### config.mk
export PLATFORM = sky130hd
export DESIGN_NAME = idle_misfire_criterion_unit_flat
export DESIGN_NICKNAME = d
export VERILOG_FILES = /design/src/hw/rtl/ims_pkg.sv /design/src/hw/rtl/ims_if.sv /design/src/hw/rtl/ims_div_serial.sv /design/src/hw/rtl/idle_misfire_criterion_unit.sv /design/src/flat_wrapper.sv
export SDC_FILE = /design/constraint.sdc
export NUM_CORES = 1
export LEC_CHECK = 0
export BUFFER_PORTS_ARGS = -buffer_cell sky130_fd_sc_hd__buf_4
export CELL_PAD_IN_SITES_DETAIL_PLACEMENT = 0
export CELL_PAD_IN_SITES_GLOBAL_PLACEMENT = 1
export CORE_MARGIN = 8
export CORE_UTILIZATION = 53
export DETAILED_ROUTE_END_ITERATION = 10
export PLACE_DENSITY_LB_ADDON = 0.15
export SKIP_LAST_GASP = 1
export SLEW_MARGIN = 20
export SYNTH_ARGS = -nofsm -noshare
export SYNTH_HDL_FRONTEND = slang
export SYNTH_SLANG_ARGS = --single-unit
export TNS_END_PERCENT = 20
### constraint.sdc
create_clock -name clk_i -period 15.1 [get_ports clk_i]
set_input_delay 3.02 -clock clk_i [delete_from_list [all_inputs] [get_ports clk_i]]
set_output_delay 3.02 -clock clk_i [all_outputs]
set_load 0.01 [all_outputs]
### src/hw/rtl/ims_pkg.sv
`timescale 1ns / 1ps
// ----------------------------------------------------------------------------
// ims_pkg
// Types and constants shared by the idle misfire criterion unit.
// ----------------------------------------------------------------------------
package ims_pkg;

  localparam int unsigned DelayW    = 32;
  localparam int unsigned AvgW      = 17;
  localparam int unsigned DenW      = 19;
  localparam int unsigned ExcessW   = 21;
  localparam int unsigned DividendW = 32;
  localparam int unsigned QuotW     = 16;
  localparam int unsigned CritW     = 15;
  localparam int unsigned SelW      = 2;
  localparam int unsigned LineDepth = 4;

  localparam logic [DelayW-1:0] DelayLimit = 32'd199998;
  localparam logic [AvgW-1:0]   AvgCap     = 17'd99999;
  localparam logic [CritW-1:0]  CritCap    = 15'd32767;

  // delay selector codes
  localparam logic [SelW-1:0] SelCurrent = 2'd0;
  localparam logic [SelW-1:0] SelOneBack = 2'd1;
  localparam logic [SelW-1:0] SelTwoBack = 2'd2;

  typedef enum logic [2:0] {
    ImsIdle,
    ImsPrep,
    ImsDivA,
    ImsDivB,
    ImsFinish
  } ims_state_e;

  typedef struct packed {
    logic busy;
    logic done;
  } ims_div_stat_t;

endpackage

### src/hw/rtl/ims_if.sv
`timescale 1ns / 1ps
// ----------------------------------------------------------------------------
// ims_if
// Valid/ready channels of the idle misfire criterion unit.
// ----------------------------------------------------------------------------
interface ims_in_if;
  logic                         valid;
  logic                         ready;
  logic                         idle_active;
  logic [ims_pkg::DelayW-1:0]   exp_window_delay;
  logic [ims_pkg::DelayW-1:0]   bdc_window_delay;

  modport source (output valid, idle_active, exp_window_delay, bdc_window_delay,
                  input ready);
  modport sink   (input valid, idle_active, exp_window_delay, bdc_window_delay,
                  output ready);
endinterface

interface ims_out_if;
  logic                        valid;
  logic                        ready;
  logic                        updated;
  logic [ims_pkg::CritW-1:0]   algo_output;
  logic [ims_pkg::CritW-1:0]   criterion_next;
  logic [ims_pkg::CritW-1:0]   criterion_now;
  logic [ims_pkg::CritW-1:0]   criterion_prev;
  logic [ims_pkg::CritW-1:0]   criterion_prev_prev;

  modport source (output valid, updated, algo_output, criterion_next, criterion_now,
                  criterion_prev, criterion_prev_prev, input ready);
  modport sink   (input valid, updated, algo_output, criterion_next, criterion_now,
                  criterion_prev, criterion_prev_prev, output ready);
endinterface

interface ims_cfg_if;
  logic                       valid;
  logic                       ready;
  logic [ims_pkg::SelW-1:0]   data;

  modport source (output valid, data, input ready);
  modport sink   (input valid, data, output ready);
endinterface

### src/hw/rtl/ims_div_serial.sv
`timescale 1ns / 1ps
// ----------------------------------------------------------------------------
// ims_div_serial
// Restoring divider, one quotient bit per cycle.
// ----------------------------------------------------------------------------
module ims_div_serial (
  input  logic                             clk_i,
  input  logic                             rst_ni,
  input  logic                             start_i,
  input  logic [ims_pkg::DividendW-1:0]    dividend_i,
  input  logic [ims_pkg::DenW-1:0]         divisor_i,
  output ims_pkg::ims_div_stat_t           stat_o,
  output logic [ims_pkg::QuotW-1:0]        quotient_o
);

  localparam int unsigned CntW    = $clog2(ims_pkg::DividendW);
  localparam logic [CntW-1:0] LastStep = CntW'(ims_pkg::DividendW - 1);

  logic [ims_pkg::DividendW-1:0] dvd_q, dvd_d;
  logic [ims_pkg::DenW-1:0]      div_q, div_d;
  logic [ims_pkg::DenW-1:0]      rem_q, rem_d;
  logic [ims_pkg::QuotW-1:0]     quo_q, quo_d;
  logic [CntW-1:0]               cnt_q, cnt_d;
  logic                          busy_q, busy_d;
  logic                          done_q, done_d;
  logic [ims_pkg::DenW:0]        trial;
  logic [ims_pkg::DenW:0]        diff;
  logic                          fits;

  // partial remainder with next dividend bit, and trial subtract
  assign trial = {rem_q, dvd_q[ims_pkg::DividendW-1]};
  assign diff  = trial - {1'b0, div_q};
  assign fits  = (trial >= {1'b0, div_q});

  always_comb begin
    dvd_d  = dvd_q;
    div_d  = div_q;
    rem_d  = rem_q;
    quo_d  = quo_q;
    cnt_d  = cnt_q;
    busy_d = busy_q;
    done_d = 1'b0;
    if (start_i) begin
      dvd_d  = dividend_i;
      div_d  = divisor_i;
      rem_d  = '0;
      cnt_d  = '0;
      busy_d = 1'b1;
    end else if (busy_q) begin
      dvd_d = {dvd_q[ims_pkg::DividendW-2:0], 1'b0};
      rem_d = fits ? diff[ims_pkg::DenW-1:0] : trial[ims_pkg::DenW-1:0];
      quo_d = {quo_q[ims_pkg::QuotW-2:0], fits};
      cnt_d = cnt_q + 1'b1;
      if (cnt_q == LastStep) begin
        busy_d = 1'b0;
        done_d = 1'b1;
      end
    end
  end

  always_ff @(posedge clk_i or negedge rst_ni) begin
    if (!rst_ni) begin
      busy_q <= 1'b0;
      done_q <= 1'b0;
      cnt_q  <= '0;
    end else begin
      busy_q <= busy_d;
      done_q <= done_d;
      cnt_q  <= cnt_d;
    end
  end

  always_ff @(posedge clk_i) begin
    dvd_q <= dvd_d;
    div_q <= div_d;
    rem_q <= rem_d;
    quo_q <= quo_d;
  end

  assign stat_o.busy = busy_q;
  assign stat_o.done = done_q;
  assign quotient_o  = quo_q;

endmodule

### src/hw/rtl/idle_misfire_criterion_unit.sv
`timescale 1ns / 1ps
// ----------------------------------------------------------------------------
// idle_misfire_criterion_unit
// Idle misfire criterion: per combustion event, averaged window delay, scaled
// rise ratio and a four-deep criterion line.
// ----------------------------------------------------------------------------
// One transaction on in_i is one combustion event and gives exactly one
// transaction on out_o. A held event (idle_active 0), or one with a zero
// denominator or no positive rise, skips the divider and goes from Prep
// straight to Finish. Otherwise the ratio comes from a bit-serial restoring
// divider of 32 steps, run once for an even delay sum and twice for an odd
// one. The divider sets the rate; a stalled out_o adds its stall. One
// item is in work at a time; the result sits in an output register, so the
// next event is taken while it waits. sync_delay_select must be written on
// cfg_i only while the unit is idle; the unit itself does not enforce this.
// ----------------------------------------------------------------------------
module idle_misfire_criterion_unit (
  input  logic       clk_i,
  input  logic       rst_ni,
  ims_in_if.sink     in_i,
  ims_cfg_if.sink    cfg_i,
  ims_out_if.source  out_o
);

  // --------------------------------------------------------------------------
  // State and datapath registers
  // --------------------------------------------------------------------------
  ims_pkg::ims_state_e state_q, state_d;

  logic [ims_pkg::SelW-1:0]  sel_q;
  logic [ims_pkg::AvgW-1:0]  avg_last_q, avg_older_q;
  logic [ims_pkg::QuotW-1:0] ratio_last_q, ratio_older_q;
  logic [ims_pkg::CritW-1:0] line_q [ims_pkg::LineDepth];

  // current transaction
  logic                         active_q;
  logic [ims_pkg::AvgW-1:0]     avg_q;
  logic                         rem_q;
  logic [ims_pkg::QuotW-1:0]    quo_a_q;
  logic [ims_pkg::QuotW-1:0]    ratio_q, ratio_d;

  // output register
  logic                         out_valid_q;
  logic                         out_updated_q;
  logic [ims_pkg::CritW-1:0]    out_algo_q;
  logic [ims_pkg::CritW-1:0]    out_line_q [ims_pkg::LineDepth];

  // --------------------------------------------------------------------------
  // Average of the two delays, taken at acceptance
  // --------------------------------------------------------------------------
  logic [ims_pkg::DelayW:0]   delay_sum;
  logic                       too_long;
  logic [ims_pkg::DelayW-1:0] half_sum;
  logic [ims_pkg::AvgW-1:0]   avg_in;
  logic                       rem_in;

  assign delay_sum = {1'b0, in_i.exp_window_delay} + {1'b0, in_i.bdc_window_delay};
  assign too_long  = (in_i.exp_window_delay > ims_pkg::DelayLimit) ||
                     (in_i.bdc_window_delay > ims_pkg::DelayLimit);
  assign half_sum  = delay_sum[ims_pkg::DelayW:1];

  always_comb begin
    if (too_long) begin
      avg_in = ims_pkg::AvgCap;
      rem_in = 1'b0;
    end else begin
      // remainder kept even when the average is capped
      avg_in = (half_sum > {15'd0, ims_pkg::AvgCap}) ? ims_pkg::AvgCap
                                                     : half_sum[ims_pkg::AvgW-1:0];
      rem_in = delay_sum[0];
    end
  end

  // --------------------------------------------------------------------------
  // Numerator and denominator, stable from acceptance until the line steps
  //   num = avg*24576 + rem*12288 - last*24576 = (6*avg + 3*rem - 6*last) << 12
  // --------------------------------------------------------------------------
  logic [ims_pkg::AvgW+2:0]          six_avg, six_last;
  logic signed [ims_pkg::ExcessW-1:0] excess;
  logic                              num_pos;
  logic [ims_pkg::DividendW-1:0]     num_calc;
  logic [ims_pkg::DenW-1:0]          den_calc;

  assign six_avg  = {1'b0, avg_q, 2'b00} + {2'b00, avg_q, 1'b0};
  assign six_last = {1'b0, avg_last_q, 2'b00} + {2'b00, avg_last_q, 1'b0};
  assign excess   = $signed({1'b0, six_avg}) + $signed({19'd0, rem_q, rem_q})
                  - $signed({1'b0, six_last});
  assign num_pos  = !excess[ims_pkg::ExcessW-1] && (excess != '0);
  assign num_calc = num_pos ? {excess[ims_pkg::ExcessW-2:0], 12'd0} : '0;
  assign den_calc = {2'b00, avg_last_q} + {2'b00, avg_older_q} + {2'b00, avg_q};

  // --------------------------------------------------------------------------
  // Serial divider, shared by both quotients
  // --------------------------------------------------------------------------
  logic                          div_start;
  logic [ims_pkg::DenW-1:0]      div_divisor;
  ims_pkg::ims_div_stat_t        div_stat;
  logic [ims_pkg::QuotW-1:0]     div_quot;

  ims_div_serial u_div (
    .clk_i      (clk_i),
    .rst_ni     (rst_ni),
    .start_i    (div_start),
    .dividend_i (num_calc),
    .divisor_i  (div_divisor),
    .stat_o     (div_stat),
    .quotient_o (div_quot)
  );

  // --------------------------------------------------------------------------
  // Control: next state
  // --------------------------------------------------------------------------
  logic in_fire;
  logic out_free;
  logic prep_zero;

  assign in_fire   = in_i.valid && in_i.ready;
  assign out_free  = !out_valid_q || out_o.ready;
  assign prep_zero = (den_calc == '0) || !num_pos;

  always_comb begin
    state_d = state_q;
    unique case (state_q)
      ims_pkg::ImsIdle:   if (in_fire) state_d = ims_pkg::ImsPrep;
      ims_pkg::ImsPrep: begin
        if (!active_q || prep_zero) state_d = ims_pkg::ImsFinish;
        else                        state_d = ims_pkg::ImsDivA;
      end
      ims_pkg::ImsDivA: begin
        if (div_stat.done) state_d = rem_q ? ims_pkg::ImsDivB : ims_pkg::ImsFinish;
      end
      ims_pkg::ImsDivB:   if (div_stat.done) state_d = ims_pkg::ImsFinish;
      ims_pkg::ImsFinish: if (out_free) state_d = ims_pkg::ImsIdle;
      default:            state_d = ims_pkg::ImsIdle;
    endcase
  end

  // --------------------------------------------------------------------------
  // Control: outputs
  // --------------------------------------------------------------------------
  logic out_load;

  always_comb begin
    in_i.ready  = 1'b0;
    div_start   = 1'b0;
    div_divisor = den_calc;
    out_load    = 1'b0;
    unique case (state_q)
      ims_pkg::ImsIdle:   in_i.ready = 1'b1;
      ims_pkg::ImsPrep:   div_start  = active_q && !prep_zero;
      ims_pkg::ImsDivA: begin
        // second pass over den + 1 for an odd delay sum
        div_start   = div_stat.done && rem_q;
        div_divisor = den_calc + 1'b1;
      end
      ims_pkg::ImsDivB:   div_start = 1'b0;
      ims_pkg::ImsFinish: out_load  = out_free;
      default:            out_load  = 1'b0;
    endcase
  end

  // --------------------------------------------------------------------------
  // Ratio: a for even sums, b + (a - b)/2 for odd sums
  // --------------------------------------------------------------------------
  logic [ims_pkg::QuotW-1:0] quo_gap;

  assign quo_gap = quo_a_q - div_quot;

  always_comb begin
    ratio_d = ratio_q;
    if (state_q == ims_pkg::ImsPrep) begin
      ratio_d = '0;
    end else if (state_q == ims_pkg::ImsDivA && div_stat.done) begin
      ratio_d = div_quot;
    end else if (state_q == ims_pkg::ImsDivB && div_stat.done) begin
      ratio_d = div_quot + {1'b0, quo_gap[ims_pkg::QuotW-1:1]};
    end
  end

  // --------------------------------------------------------------------------
  // Delayed ratio pick and cap
  // --------------------------------------------------------------------------
  logic [ims_pkg::QuotW-1:0] pick_raw;
  logic [ims_pkg::CritW-1:0] pick;

  always_comb begin
    case (sel_q)
      ims_pkg::SelOneBack: pick_raw = ratio_last_q;
      ims_pkg::SelTwoBack: pick_raw = ratio_older_q;
      default:             pick_raw = ratio_q;
    endcase
    pick = (pick_raw > {1'b0, ims_pkg::CritCap}) ? ims_pkg::CritCap
                                                 : pick_raw[ims_pkg::CritW-1:0];
  end

  // --------------------------------------------------------------------------
  // Registers
  // --------------------------------------------------------------------------
  assign cfg_i.ready = 1'b1;

  always_ff @(posedge clk_i or negedge rst_ni) begin
    if (!rst_ni) begin
      state_q       <= ims_pkg::ImsIdle;
      sel_q         <= ims_pkg::SelCurrent;
      avg_last_q    <= '0;
      avg_older_q   <= '0;
      ratio_last_q  <= '0;
      ratio_older_q <= '0;
      for (int i = 0; i < ims_pkg::LineDepth; i++) line_q[i] <= '0;
      out_valid_q   <= 1'b0;
    end else begin
      state_q <= state_d;
      if (cfg_i.valid && cfg_i.ready) sel_q <= cfg_i.data;
      if (out_load && active_q) begin
        line_q[0]     <= pick;
        for (int i = 1; i < ims_pkg::LineDepth; i++) line_q[i] <= line_q[i-1];
        ratio_older_q <= ratio_last_q;
        ratio_last_q  <= ratio_q;
        avg_older_q   <= avg_last_q;
        avg_last_q    <= avg_q;
      end
      if (out_load)          out_valid_q <= 1'b1;
      else if (out_o.ready)  out_valid_q <= 1'b0;
    end
  end

  always_ff @(posedge clk_i) begin
    if (in_fire) begin
      active_q <= in_i.idle_active;
      avg_q    <= avg_in;
      rem_q    <= rem_in;
    end
    if (state_q == ims_pkg::ImsDivA && div_stat.done) quo_a_q <= div_quot;
    ratio_q <= ratio_d;
    if (out_load) begin
      out_updated_q <= active_q;
      if (active_q) begin
        out_algo_q    <= line_q[0];
        out_line_q[0] <= pick;
        for (int i = 1; i < ims_pkg::LineDepth; i++) out_line_q[i] <= line_q[i-1];
      end else begin
        out_algo_q <= '0;
        for (int i = 0; i < ims_pkg::LineDepth; i++) out_line_q[i] <= line_q[i];
      end
    end
  end

  assign out_o.valid               = out_valid_q;
  assign out_o.updated             = out_updated_q;
  assign out_o.algo_output         = out_algo_q;
  assign out_o.criterion_next      = out_line_q[0];
  assign out_o.criterion_now       = out_line_q[1];
  assign out_o.criterion_prev      = out_line_q[2];
  assign out_o.criterion_prev_prev = out_line_q[3];

  // --------------------------------------------------------------------------
  // Assertions
  // --------------------------------------------------------------------------
`ifndef SYNTHESIS
  // divider never restarted mid-run
  assert property (@(posedge clk_i) disable iff (!rst_ni)
    div_start |-> !div_stat.busy)
    else $error("divider started while busy");

  // divider completes only while a quotient is awaited
  assert property (@(posedge clk_i) disable iff (!rst_ni)
    div_stat.done |-> (state_q == ims_pkg::ImsDivA || state_q == ims_pkg::ImsDivB))
    else $error("divider done outside a division state");

  // a stepped transaction shows the old newest criterion one place down
  assert property (@(posedge clk_i) disable iff (!rst_ni)
    (out_load && active_q) |=> (out_o.criterion_now == $past(line_q[0]) &&
                                out_o.algo_output == $past(line_q[0])))
    else $error("criterion line shift mismatch");

  // a held transaction delivers zero and leaves the line alone
  assert property (@(posedge clk_i) disable iff (!rst_ni)
    (out_load && !active_q) |=> (out_o.algo_output == '0 && $stable(line_q[0])))
    else $error("held transaction altered the criterion");
`endif

endmodule
### src/flat_wrapper.sv
// flat-port wrapper written by rule: the top's interface ports become plain ports
module idle_misfire_criterion_unit_flat 
  (clk_i, rst_ni, in_i_valid, in_i_idle_active, in_i_exp_window_delay, in_i_bdc_window_delay, in_i_ready, cfg_i_valid, cfg_i_data, cfg_i_ready, out_o_valid, out_o_updated, out_o_algo_output, out_o_criterion_next, out_o_criterion_now, out_o_criterion_prev, out_o_criterion_prev_prev, out_o_ready);
  ims_in_if in_i_i ();
  ims_cfg_if cfg_i_i ();
  ims_out_if out_o_i ();
  input  logic clk_i;
  input  logic rst_ni;
  input wire logic [$bits(in_i_i.valid)-1:0] in_i_valid;
  input wire logic [$bits(in_i_i.idle_active)-1:0] in_i_idle_active;
  input wire logic [$bits(in_i_i.exp_window_delay)-1:0] in_i_exp_window_delay;
  input wire logic [$bits(in_i_i.bdc_window_delay)-1:0] in_i_bdc_window_delay;
  output wire logic [$bits(in_i_i.ready)-1:0] in_i_ready;
  input wire logic [$bits(cfg_i_i.valid)-1:0] cfg_i_valid;
  input wire logic [$bits(cfg_i_i.data)-1:0] cfg_i_data;
  output wire logic [$bits(cfg_i_i.ready)-1:0] cfg_i_ready;
  output wire logic [$bits(out_o_i.valid)-1:0] out_o_valid;
  output wire logic [$bits(out_o_i.updated)-1:0] out_o_updated;
  output wire logic [$bits(out_o_i.algo_output)-1:0] out_o_algo_output;
  output wire logic [$bits(out_o_i.criterion_next)-1:0] out_o_criterion_next;
  output wire logic [$bits(out_o_i.criterion_now)-1:0] out_o_criterion_now;
  output wire logic [$bits(out_o_i.criterion_prev)-1:0] out_o_criterion_prev;
  output wire logic [$bits(out_o_i.criterion_prev_prev)-1:0] out_o_criterion_prev_prev;
  input wire logic [$bits(out_o_i.ready)-1:0] out_o_ready;
  assign in_i_i.valid = in_i_valid;
  assign in_i_i.idle_active = in_i_idle_active;
  assign in_i_i.exp_window_delay = in_i_exp_window_delay;
  assign in_i_i.bdc_window_delay = in_i_bdc_window_delay;
  assign in_i_ready = in_i_i.ready;
  assign cfg_i_i.valid = cfg_i_valid;
  assign cfg_i_i.data = cfg_i_data;
  assign cfg_i_ready = cfg_i_i.ready;
  assign out_o_valid = out_o_i.valid;
  assign out_o_updated = out_o_i.updated;
  assign out_o_algo_output = out_o_i.algo_output;
  assign out_o_criterion_next = out_o_i.criterion_next;
  assign out_o_criterion_now = out_o_i.criterion_now;
  assign out_o_criterion_prev = out_o_i.criterion_prev;
  assign out_o_criterion_prev_prev = out_o_i.criterion_prev_prev;
  assign out_o_i.ready = out_o_ready;
  idle_misfire_criterion_unit u_core (.clk_i(clk_i), .rst_ni(rst_ni), .in_i(in_i_i), .cfg_i(cfg_i_i), .out_o(out_o_i));
endmodule
==> results of run 1 <==
==> through the flow <==
step | cell area (µm²) | setup slack (ns) | utilization | hold WS (ns)
finish | 24570 | 7.361 | 0.6071 | 0.4734
floorplan | 21540 | 8.720 | - | 0.4428
CTS | 24570 | 7.347 | 0.6071 | 0.4703
global route | 24570 | 6.660 | 0.6071 | 0.5098
global placement | 23160 | 7.558 | 0.5723 | 0.4581
detailed placement | 23160 | 7.365 | 0.5723 | 0.4610
==> state kept, by name (all words and copies together) (netlist names) <==
register,flops
u_core.out_o.valid,1
u_core.ratio_older_q,16
u_core.avg_older_q,17
u_core.ratio_q,16
u_core.out_o.algo_output,15
u_core.sel_q,2
u_core.u_div.dvd_q,20
u_core.line_q,60
u_core.u_div.quotient_o,16
u_core.u_div.busy_q,1
u_core.rem_q,1
u_core.u_div.div_q,19
u_core.ratio_last_q,16
u_core.u_div.done_q,1
u_core.u_div.cnt_q,5
u_core.u_div.rem_q,19
u_core.out_line_q,60
u_core.avg_q,17
u_core.active_q,1
u_core.out_o.updated,1
u_core.avg_last_q,17
u_core.quo_a_q,16
u_core.state_q,3
==> synthesized netlist by cell type (all sizes together) (20+ instances only) <==
master  count
inv       107
nor2      145
o21a       21
a211oi     46
fa         25
dfrtp     139
ha        157
nand2      85
mux2i      36
a31oi      24
a21o       48
mux2      175
a21oi     115
o21ai      95
and2       32
o21bai     22
nand2b     24
clkbuf     50
nor3       45
xnor2      88
xor2       44
and3       25
dfxtp      35
nor4       20
nand3      29
edfxtp    166
==> placed cells by master (no fill, tap or decap), types with 14 or more instances in the layout <==
cell type,count
o21a_1,21
nor3_1,44
nand2b_1,24
xor2_1,44
and3_1,24
nor2_1,143
and2_1,31
nor2b_1,15
fa_1,25
o21ai_0,90
o21bai_1,22
xnor2_1,88
inv_1,106
dfxtp_1,35
mux2i_1,36
edfxtp_1,166
o31ai_1,14
mux2_2,175
a211oi_1,32
a31oi_1,24
nand3_1,29
nand2_1,84
nor4_1,18
a211oi_2,14
clkbuf_16,39
a21o_1,48
a21oi_1,114
ha_1,157
a22oi_1,16
buf_4,158
nand4_1,14
dfrtp_1,139
==> final cells by class <==
cell class              count  share of cell area
clock inverters            25             0.01508
flip-flops and latches    340              0.3730
well taps                 532             0.02710
inverters                 107             0.01635
clock buffers              45             0.04227
repair buffers            159             0.04874
multi-input cells        1497              0.4774
==> critical path, delay by kind of cell, from the launching register on <==
kind                     cells  cell delay (ns)
AO/OA/AOI/OAI               11             3.10
XOR/XNOR                     1             0.16
adder cells (fa/ha/maj)      3             1.12
buffers and inverters        1             0.54
flip-flops                   1             0.48
AND/OR/NAND/NOR              8             1.93
==> cell families (layout without fill, tap and decap cells) <==
group,count (synthesis),after routing
buffers and inverters,170,336
AO/OA/AOI/OAI,498,498
flip-flops,340,340
XOR/XNOR,132,132
other,1,1
multiplexers,211,211
AND/OR/NAND/NOR,473,473
adder cells (fa/ha/maj),182,182
==> how the worst min path moves through the flow <==
stage / start / end / slack (ns) / depth (start not counted)
after global placement: u_core.ratio_q[2] / u_core.ratio_q[2] / 0.46 / 2
after CTS: u_core.ratio_q[2] / u_core.ratio_q[2] / 0.47 / 2
after global routing: u_core.ratio_q[2] / u_core.ratio_q[2] / 0.51 / 2
after floorplan: u_core.ratio_q[2] / u_core.ratio_q[2] / 0.44 / 2
after detailed placement: u_core.ratio_q[2] / u_core.ratio_q[2] / 0.46 / 2
final: u_core.ratio_q[2] / u_core.ratio_q[2] / 0.47 / 2
==> per-layer routing <==
metal | part of all wire | GRT usage | up-vias
met5 | 0 | 0 | -
met4 | 0.034 | 0.07349 | 0
met3 | 0.042 | 0.03065 | 89
met2 | 0.46 | 0.3360 | 335
met1 | 0.47 | 0.2781 | 7497
li1 | - | - | 7710
==> results.sh, run 1 <==
export IMPL_reg2reg_to="u_core.u_div.quotient_o[3]"
export IMPL_grt_remaining_overflow=0
export IMPL_endpoint_kind="register"
export IMPL_dp_hpwl_um=36770
export IMPL_start_util=0.5323
export IMPL_route_detailed_drc=0
export IMPL_start_kind="register"
export IMPL_die_y_um=217.6
export IMPL_drv_cap=0
export IMPL_crit_path_max_fanout=43
export IMPL_clk_latency_ns=0.54
export IMPL_dr_pass1_iters=5
export IMPL_seq_area_mm2=0.009164
export IMPL_ys_ff_latch=340
export IMPL_synthTopCellsByArea="edfxtp_1 23%, dfrtp_1 16%, mux2_2 9.2%, ha_1 9.1%, xnor2_1 3.6%"
export IMPL_rsz0062_at_grt="no"
export IMPL_cts_tree="yes"
export IMPL_synthFlopType="edfxtp_1"
export IMPL_htreeDepth=2
export IMPL_place_congestion=0.8541
export IMPL_final_cells=2705
export IMPL_grt_use_total=0.2063
export IMPL_wirelength_um=49600
export IMPL_synth_compound_area_frac=0.1576
export IMPL_dieArea_mm2=0.04734
export IMPL_path_cells="ha_1, a21o_1, a21oi_1, nor2b_1, o21a_1, nor3_1, o31ai_1, o41ai_1, o2111ai_1, a21o_1, xor2_1, fa_1, ha_1, o21ai_0, nand2b_1, nand2_1, nor2_1, or3_1, a211oi_1, nand3_1, o41a_1, a21oi_4, inv_2, nor2_2"
export IMPL_yosysSeqAreaShare=0.4255
export IMPL_synth_warnings=0
export IMPL_reg2regPathDepth=24
export IMPL_cp_slowest_stage_delay_ns=0.90
export IMPL_fp_row_count=74
export IMPL_area_delta_synth_final_pct=14.07
export IMPL_syn_area_per_cell_um2=10.73
export IMPL_wl_per_cell_um=18.34
export IMPL_grt_pass1_vias=15948
export IMPL_fillers=3348
export IMPL_worst_slew_pin_slew_ns=1.144
export IMPL_syn_inst=2007
export IMPL_synth_edf_count=166
export IMPL_maxSlewHeadroom=0.2355
export IMPL_synth_simple_area_share=0.1096
export IMPL_crit_slowest_cell="nor2_2"
export IMPL_setup_viol=0
export IMPL_synth_top_family_by_area="compound AO/OA/AOI/OAI gates"
export IMPL_crit_reg2reg_launch="u_core.avg_last_q[1]"
export IMPL_status="finished, final reports clean"
export IMPL_cts_resized=0
export IMPL_synth_area_mux_share=0.1082
export IMPL_hp_class="register to register"
export IMPL_drt_iter0_markers=864
export IMPL_crit_start="u_core.avg_last_q[1]"
export IMPL_cp_required_ns=15.26
export IMPL_fin_crit_sh=0.5125
export IMPL_drv_slew=0
export IMPL_num_vias=15631
export IMPL_grt_pass1_wl_um=81030
export IMPL_core_region_area_mm2=0.04046
export IMPL_clockBufferDepth=3
export IMPL_synth_cell_types=85
export IMPL_clockRootBuffer="clkbuf_16"
export IMPL_holdBufCountCts=0
export IMPL_synth_net_count=2261
export IMPL_synth_fa_ha_area_frac=0.1145
export IMPL_placed_cells=2635
export IMPL_synth_top_area_share=0.2315
export IMPL_numPortBuffers=149
export IMPL_final_layout_size_suffix_gt1_frac=0.2062
export IMPL_yosysTopAreaCell="edfxtp_1"
export IMPL_synthesis_area_mm2=0.02154
export IMPL_multi_input_area_mm2=0.01173
export IMPL_crit_arrival_ns=7.90
export IMPL_n_antenna_cell=0
export IMPL_numCtsBuffers=38
export IMPL_final_nets=2397
export IMPL_grt_max_degree=88
export IMPL_antenna_found_initial=0
export IMPL_critPathCapture="u_core.u_div.quotient_o[3]"
export IMPL_min_period_ns=7.739
export IMPL_clock_fmax_mhz=129.2
export IMPL_hold_viol=0
export IMPL_r2r_slack_ns=7.36
export IMPL_fin_tns_setup_ns=0
export IMPL_cts_num_sinks=340
export IMPL_synth_xor_area_frac=0.05368
export IMPL_die_w_um=217.6
export IMPL_viasPerCell=5.779
export IMPL_worstSetupPathType="register to register"
export IMPL_postCtsSetupBuffers=0
export IMPL_skew_ns=0.01051
export IMPL_antenna_left=0
export IMPL_num_io_pins=151
export IMPL_synth_async_reset_ratio=0.4088
export IMPL_clk_pin_slew_ns=0.06
Power of run 1 is left out: the tool's default activity adds up to more than one toggle a clock period on the data nets, which glitch-free logic cannot reach.
==> run 2: changes to the inputs <==
--- a/config.mk
+++ b/config.mk
@@ -9,7 +9,7 @@
 export CELL_PAD_IN_SITES_DETAIL_PLACEMENT = 0
 export CELL_PAD_IN_SITES_GLOBAL_PLACEMENT = 1
 export CORE_MARGIN = 8
-export CORE_UTILIZATION = 53
+export CORE_UTILIZATION = 49
 export DETAILED_ROUTE_END_ITERATION = 10
 export PLACE_DENSITY_LB_ADDON = 0.15
 export SKIP_LAST_GASP = 1
==> constraint.sdc (replaced) <==
create_clock -name clk_i -period 8.08 [get_ports clk_i]
set_input_delay 1.616 -clock clk_i [delete_from_list [all_inputs] [get_ports clk_i]]
set_output_delay 1.616 -clock clk_i [all_outputs]
set_load 0.01 [all_outputs]
==> results.sh, run 2 (synthesis gave the netlist of run 1 again) <==
export IMPL_reg2reg_to="u_core.u_div.quotient_o[14]"
export IMPL_start_kind="register"
export IMPL_fp_row_count=77
export IMPL_numPortBuffers=149
export IMPL_num_vias=15546
export IMPL_cts_resized=0
export IMPL_grt_use_total=0.1951
export IMPL_place_ws_ns=1.234
export IMPL_drv_slew=0
export IMPL_grt_remaining_overflow=0
export IMPL_crit_arrival_ns=7.07
export IMPL_dr_pass1_iters=6
export IMPL_min_period_ns=6.817
export IMPL_hold_ws_ns=0.4828
export IMPL_final_layout_size_suffix_gt1_frac=0.2040
export IMPL_rsz0062_at_grt="no"
export IMPL_reg2regPathDepth=25
export IMPL_dieArea_mm2=0.05092
export IMPL_grt_pass1_wl_um=81250
export IMPL_status="finished, final reports clean"
export IMPL_clk_pin_slew_ns=0.06
export IMPL_endpoint_kind="register"
export IMPL_dp_hpwl_um=37320
export IMPL_die_y_um=225.6
export IMPL_drv_cap=0
export IMPL_fin_tns_setup_ns=0
export IMPL_r2r_slack_ns=1.26
export IMPL_antenna_found_initial=0
export IMPL_hold_viol=0
export IMPL_drt_iter0_markers=880
export IMPL_wl_per_cell_um=17.98
export IMPL_n_antenna_cell=0
export IMPL_area_delta_synth_final_pct=13.98
export IMPL_die_w_um=225.6
export IMPL_clockBufferDepth=3
export IMPL_start_util=0.4913
export IMPL_viasPerCell=5.614
export IMPL_maxSlewHeadroom=0.3024
export IMPL_wirelength_um=49790
export IMPL_cp_slowest_stage_delay_ns=0.58
export IMPL_clk_latency_ns=0.58
export IMPL_numCtsBuffers=39
export IMPL_cts_num_sinks=340
export IMPL_crit_reg2reg_launch="u_core.avg_last_q[1]"
export IMPL_holdBufCountCts=0
export IMPL_final_nets=2400
export IMPL_worstSetupPathType="register to register"
export IMPL_fin_crit_sh=0.8437
export IMPL_clockRootBuffer="clkbuf_16"
export IMPL_placed_area_mm2=0.02324
export IMPL_cp_required_ns=8.33
export IMPL_holdPathEnd="u_core.ratio_q[2]"
export IMPL_cts_tree="yes"
export IMPL_stdcell_area_mm2=0.02455
export IMPL_postCtsSetupBuffers=0
export IMPL_worst_slew_pin_slew_ns=1.033
export IMPL_top_regs="u_core.line_q (60), u_core.out_line_q (60), u_core.u_div.dvd_q (20)"
export IMPL_grt_max_degree=88
export IMPL_route_detailed_drc=0
export IMPL_crit_path_max_fanout=43
export IMPL_place_congestion=0.8664
export IMPL_num_io_pins=151
export IMPL_min_from="u_core.ratio_q[2]"
export IMPL_grt_pass1_vias=15744
export IMPL_whs_path_depth=2
export IMPL_final_common_cell="mux2_2"
export IMPL_clock_fmax_mhz=146.7
export IMPL_htreeDepth=2
export IMPL_skew_ns=0.03919
export IMPL_setup_ws_ns=1.263
export IMPL_final_cell_mix="175 x mux2_2, 166 x edfxtp_1, 160 x buf_4"
export IMPL_setup_viol=0
export IMPL_crit_slowest_cell="o41ai_1"
export IMPL_antenna_left=0
export IMPL_core_region_area_mm2=0.04384
export IMPL_hp_class="register to register"
[run 2: cell types whose count changed in the layout (fill, tap and decap cells not counted), moves of 2 or more]
cell | previous run | this run
bufinv_16 | 7 | 1
clkbuf_1 | 2 | 7
clkinv_1 | 1 | 4
buf_4 | 158 | 160
clkbuf_8 | 4 | 6
clkinv_8 | 2 | 0
clkinvlp_4 | 1 | 3
inv_16 | 0 | 2
inv_6 | 3 | 1
[run 2: worst max path at each step]
stage                                     from                     endpoint  slack [ns]
after detailed placement  u_core.avg_last_q[1]   u_core.u_div.quotient_o[5]        1.23
after global placement    u_core.avg_last_q[1]   u_core.u_div.quotient_o[1]        1.35
final                     u_core.avg_last_q[1]  u_core.u_div.quotient_o[14]        1.26
after CTS                 u_core.avg_last_q[1]  u_core.u_div.quotient_o[13]        1.20
after floorplan           u_core.avg_last_q[1]   u_core.u_div.quotient_o[0]        1.70
after global routing      u_core.avg_last_q[1]  u_core.u_div.quotient_o[13]        0.60
[run 2: routing by layer]
metal  up-vias  GRT usage  share of wire
li1       7720          -              -
met1      7471     0.2625           0.47
met4         0    0.05409          0.025
met3        80    0.03610          0.042
met2       275     0.3203           0.46
met5         -          0              0
[run 2: layout make-up]
cell class | count | area, µm²
repair buffers | 161 | 1212
multi-input cells | 1497 | 11730
clock buffers | 53 | 1110
clock inverters | 19 | 186.4
flip-flops and latches | 340 | 9164
inverters | 107 | 401.6
fillers | 3862 | 19290
well taps | 592 | 740.7
[run 2: through the flow]
step,instances,utilization
floorplan,2007,-
finish,2769,0.5600
CTS,2769,0.5598
global placement,2697,0.5303
global route,2769,0.5600
detailed placement,2697,0.5303
[run 2: critical path: cells and delay by family, from the launching register on]
family                     cells  cell delay, ns
AOI/OAI and AO/OA             11            2.79
xor gates and xnor gates       1            0.16
adders and majority gates      3            1.12
buffers and inverters          2            0.67
DFF                            1            0.49
and+or+nand+nor                8            1.23
Power of run 2 is left out for the same reason.
==> run 3: changes to the inputs <==
--- a/config.mk
+++ b/config.mk
@@ -9,7 +9,7 @@
 export CELL_PAD_IN_SITES_DETAIL_PLACEMENT = 0
 export CELL_PAD_IN_SITES_GLOBAL_PLACEMENT = 1
 export CORE_MARGIN = 8
-export CORE_UTILIZATION = 49
+export CORE_UTILIZATION = 45
 export DETAILED_ROUTE_END_ITERATION = 10
 export PLACE_DENSITY_LB_ADDON = 0.15
 export SKIP_LAST_GASP = 1
==> constraint.sdc (replaced) <==
create_clock -name clk_i -period 6.12 [get_ports clk_i]
set_input_delay 1.224 -clock clk_i [delete_from_list [all_inputs] [get_ports clk_i]]
set_output_delay 1.224 -clock clk_i [all_outputs]
set_load 0.01 [all_outputs]
==> results.sh, run 3 (synthesis gave the netlist of run 1 again) <==
export IMPL_crit_arrival_ns=6.30
export IMPL_hold_viol=0
export IMPL_crit_start="u_core.avg_last_q[2]"
export IMPL_dp_hpwl_um=37730
export IMPL_worstSetupPathType="register to register"
export IMPL_clockBufferDepth=3
export IMPL_numCtsBuffers=39
export IMPL_die_w_um=234.8
export IMPL_fp_row_count=80
export IMPL_wl_per_cell_um=18.00
export IMPL_critPathTopFamily="compound AO/OA/AOI/OAI gates"
export IMPL_clock_fmax_mhz=166.3
export IMPL_fin_crit_sh=0.9825
export IMPL_n_antenna_cell=0
export IMPL_status="finished, final reports clean"
export IMPL_core_region_area_mm2=0.04745
export IMPL_min_from="u_core.ratio_q[2]"
export IMPL_dieArea_mm2=0.05511
export IMPL_num_io_pins=151
export IMPL_final_nets=2428
export IMPL_maxSlewHeadroom=0.3290
export IMPL_final_common_cell="buf_4"
export IMPL_grt_pass1_wl_um=82740
export IMPL_crit_reg2reg_launch="u_core.avg_last_q[2]"
export IMPL_holdBufCountCts=0
export IMPL_fin_util=0.5265
export IMPL_place_congestion=0.8894
export IMPL_crit_path_max_fanout=8
export IMPL_cp_required_ns=6.41
export IMPL_setup_viol=0
export IMPL_skew_ns=0.03461
export IMPL_htreeDepth=2
export IMPL_num_vias=15753
export IMPL_top_regs="u_core.line_q (60), u_core.out_line_q (60), u_core.u_div.dvd_q (20)"
export IMPL_grt_remaining_overflow=0
export IMPL_grt_max_degree=71
export IMPL_numPortBuffers=149
export IMPL_worst_path_stages=26
export IMPL_hp_class="register to register"
export IMPL_start_kind="register"
export IMPL_drv_cap=0
export IMPL_clockRootBuffer="clkbuf_16"
export IMPL_drv_slew=0
export IMPL_worst_slew_pin_slew_ns=1.007
export IMPL_die_y_um=234.8
export IMPL_dr_pass1_iters=5
export IMPL_reg2regPathDepth=26
export IMPL_antenna_left=0
export IMPL_critPathCapture="u_core.u_div.quotient_o[11]"
export IMPL_endpoint_kind="register"
export IMPL_antenna_found_initial=0
export IMPL_reg2reg_to="u_core.u_div.quotient_o[11]"
export IMPL_cp_slowest_stage_delay_ns=0.60
export IMPL_final_cell_mix="184 x buf_4, 175 x mux2_2, 166 x edfxtp_1"
export IMPL_crit_slowest_cell="fa_1"
export IMPL_min_period_ns=6.013
export IMPL_start_util=0.4539
export IMPL_area_delta_synth_final_pct=15.99
export IMPL_clk_latency_ns=0.58
export IMPL_crit_buf_inv=3
export IMPL_drt_iter0_markers=842
export IMPL_rsz0062_at_grt="yes"
export IMPL_grt_use_total=0.1789
export IMPL_cts_tree="yes"
export IMPL_final_layout_size_suffix_gt1_frac=0.2259
export IMPL_r2r_slack_ns=0.11
export IMPL_grt_pass1_vias=15907
export IMPL_cts_num_sinks=340
export IMPL_viasPerCell=5.586
export IMPL_route_detailed_drc=0
export IMPL_wirelength_um=50770
export IMPL_clk_pin_slew_ns=0.06
==> run 3: changes by cell type in the layout (fill, tap and decap cells not counted), moves of 3 or more <==
| cell | previous run | this run |
|---|---|---|
| dfrtp_2 | 0 | 3 |
| clkbuf_1 | 7 | 11 |
| a211oi_1 | 32 | 29 |
| ha_2 | 0 | 3 |
| ha_1 | 157 | 151 |
| a21oi_2 | 0 | 4 |
| buf_4 | 160 | 184 |
| dfrtp_1 | 139 | 136 |
| a21oi_1 | 114 | 110 |
| ha_4 | 0 | 3 |
==> run 3: stage by stage <==
step / setup WS, ns / instances / hold slack, ns / TNS (ns) / area, µm²
2_1_floorplan: 0.004426 / 2007 / 0.4428 / 0 / 21540
3_3_place_gp: 0.1640 / 2734 / 0.4608 / 0 / 23410
3_5_place_dp: 0.04782 / 2734 / 0.4746 / 0 / 23410
4_1_cts: 0.02763 / 2806 / 0.4842 / 0 / 24680
5_1_grt: -0.1540 / 2820 / 0.5089 / -2.632 / 24980
6_report: 0.1069 / 2820 / 0.4837 / 0 / 24980
==> run 3: how the worst min path moves through the flow <==
stage	depth (start not counted)	slack (ns)	to
3_5_place_dp	2	0.47	u_core.ratio_q[2]
3_3_place_gp	2	0.46	u_core.ratio_q[2]
6_report	2	0.48	u_core.ratio_q[2]
2_1_floorplan	2	0.44	u_core.ratio_q[2]
5_1_grt	1	0.51	u_core.line_q[2]
4_1_cts	2	0.48	u_core.ratio_q[2]
==> run 3: final cells by class <==
type / count / area [µm²]
Clock buffer: 54 / 1072
Clock inverter: 18 / 203.9
Fill cell: 4246 / 22470
Inverter: 107 / 401.6
Multi-Input combinational cell: 1497 / 11890
Sequential cell: 340 / 9168
Tap cell: 615 / 769.5
Timing Repair Buffer: 189 / 1473
==> run 3: tightest hold or removal path, stage by stage, from the launching register on <==
cell and delay (ns):
dfxtp_1 0.32, nand2_1 0.06, a21oi_1 0.05
==> run 3: per-layer routing <==
metal	part of all wire	GRT usage	vias up	wire, µm
met1	0.49	0.2448	7635	24760
met4	0.021	0.04588	0	1046
met2	0.46	0.2929	271	23160
met5	0	0	-	0
met3	0.036	0.02903	68	1804
li1	-	-	7779	-
==> run 3: what timing repair did <==
action / in CTS / in global routing
setup buffers: 0 / 13
resized for setup: 0 / 37
endpoints found under the setup margin: 0 / 99
Power of run 3 is left out for the same reason.
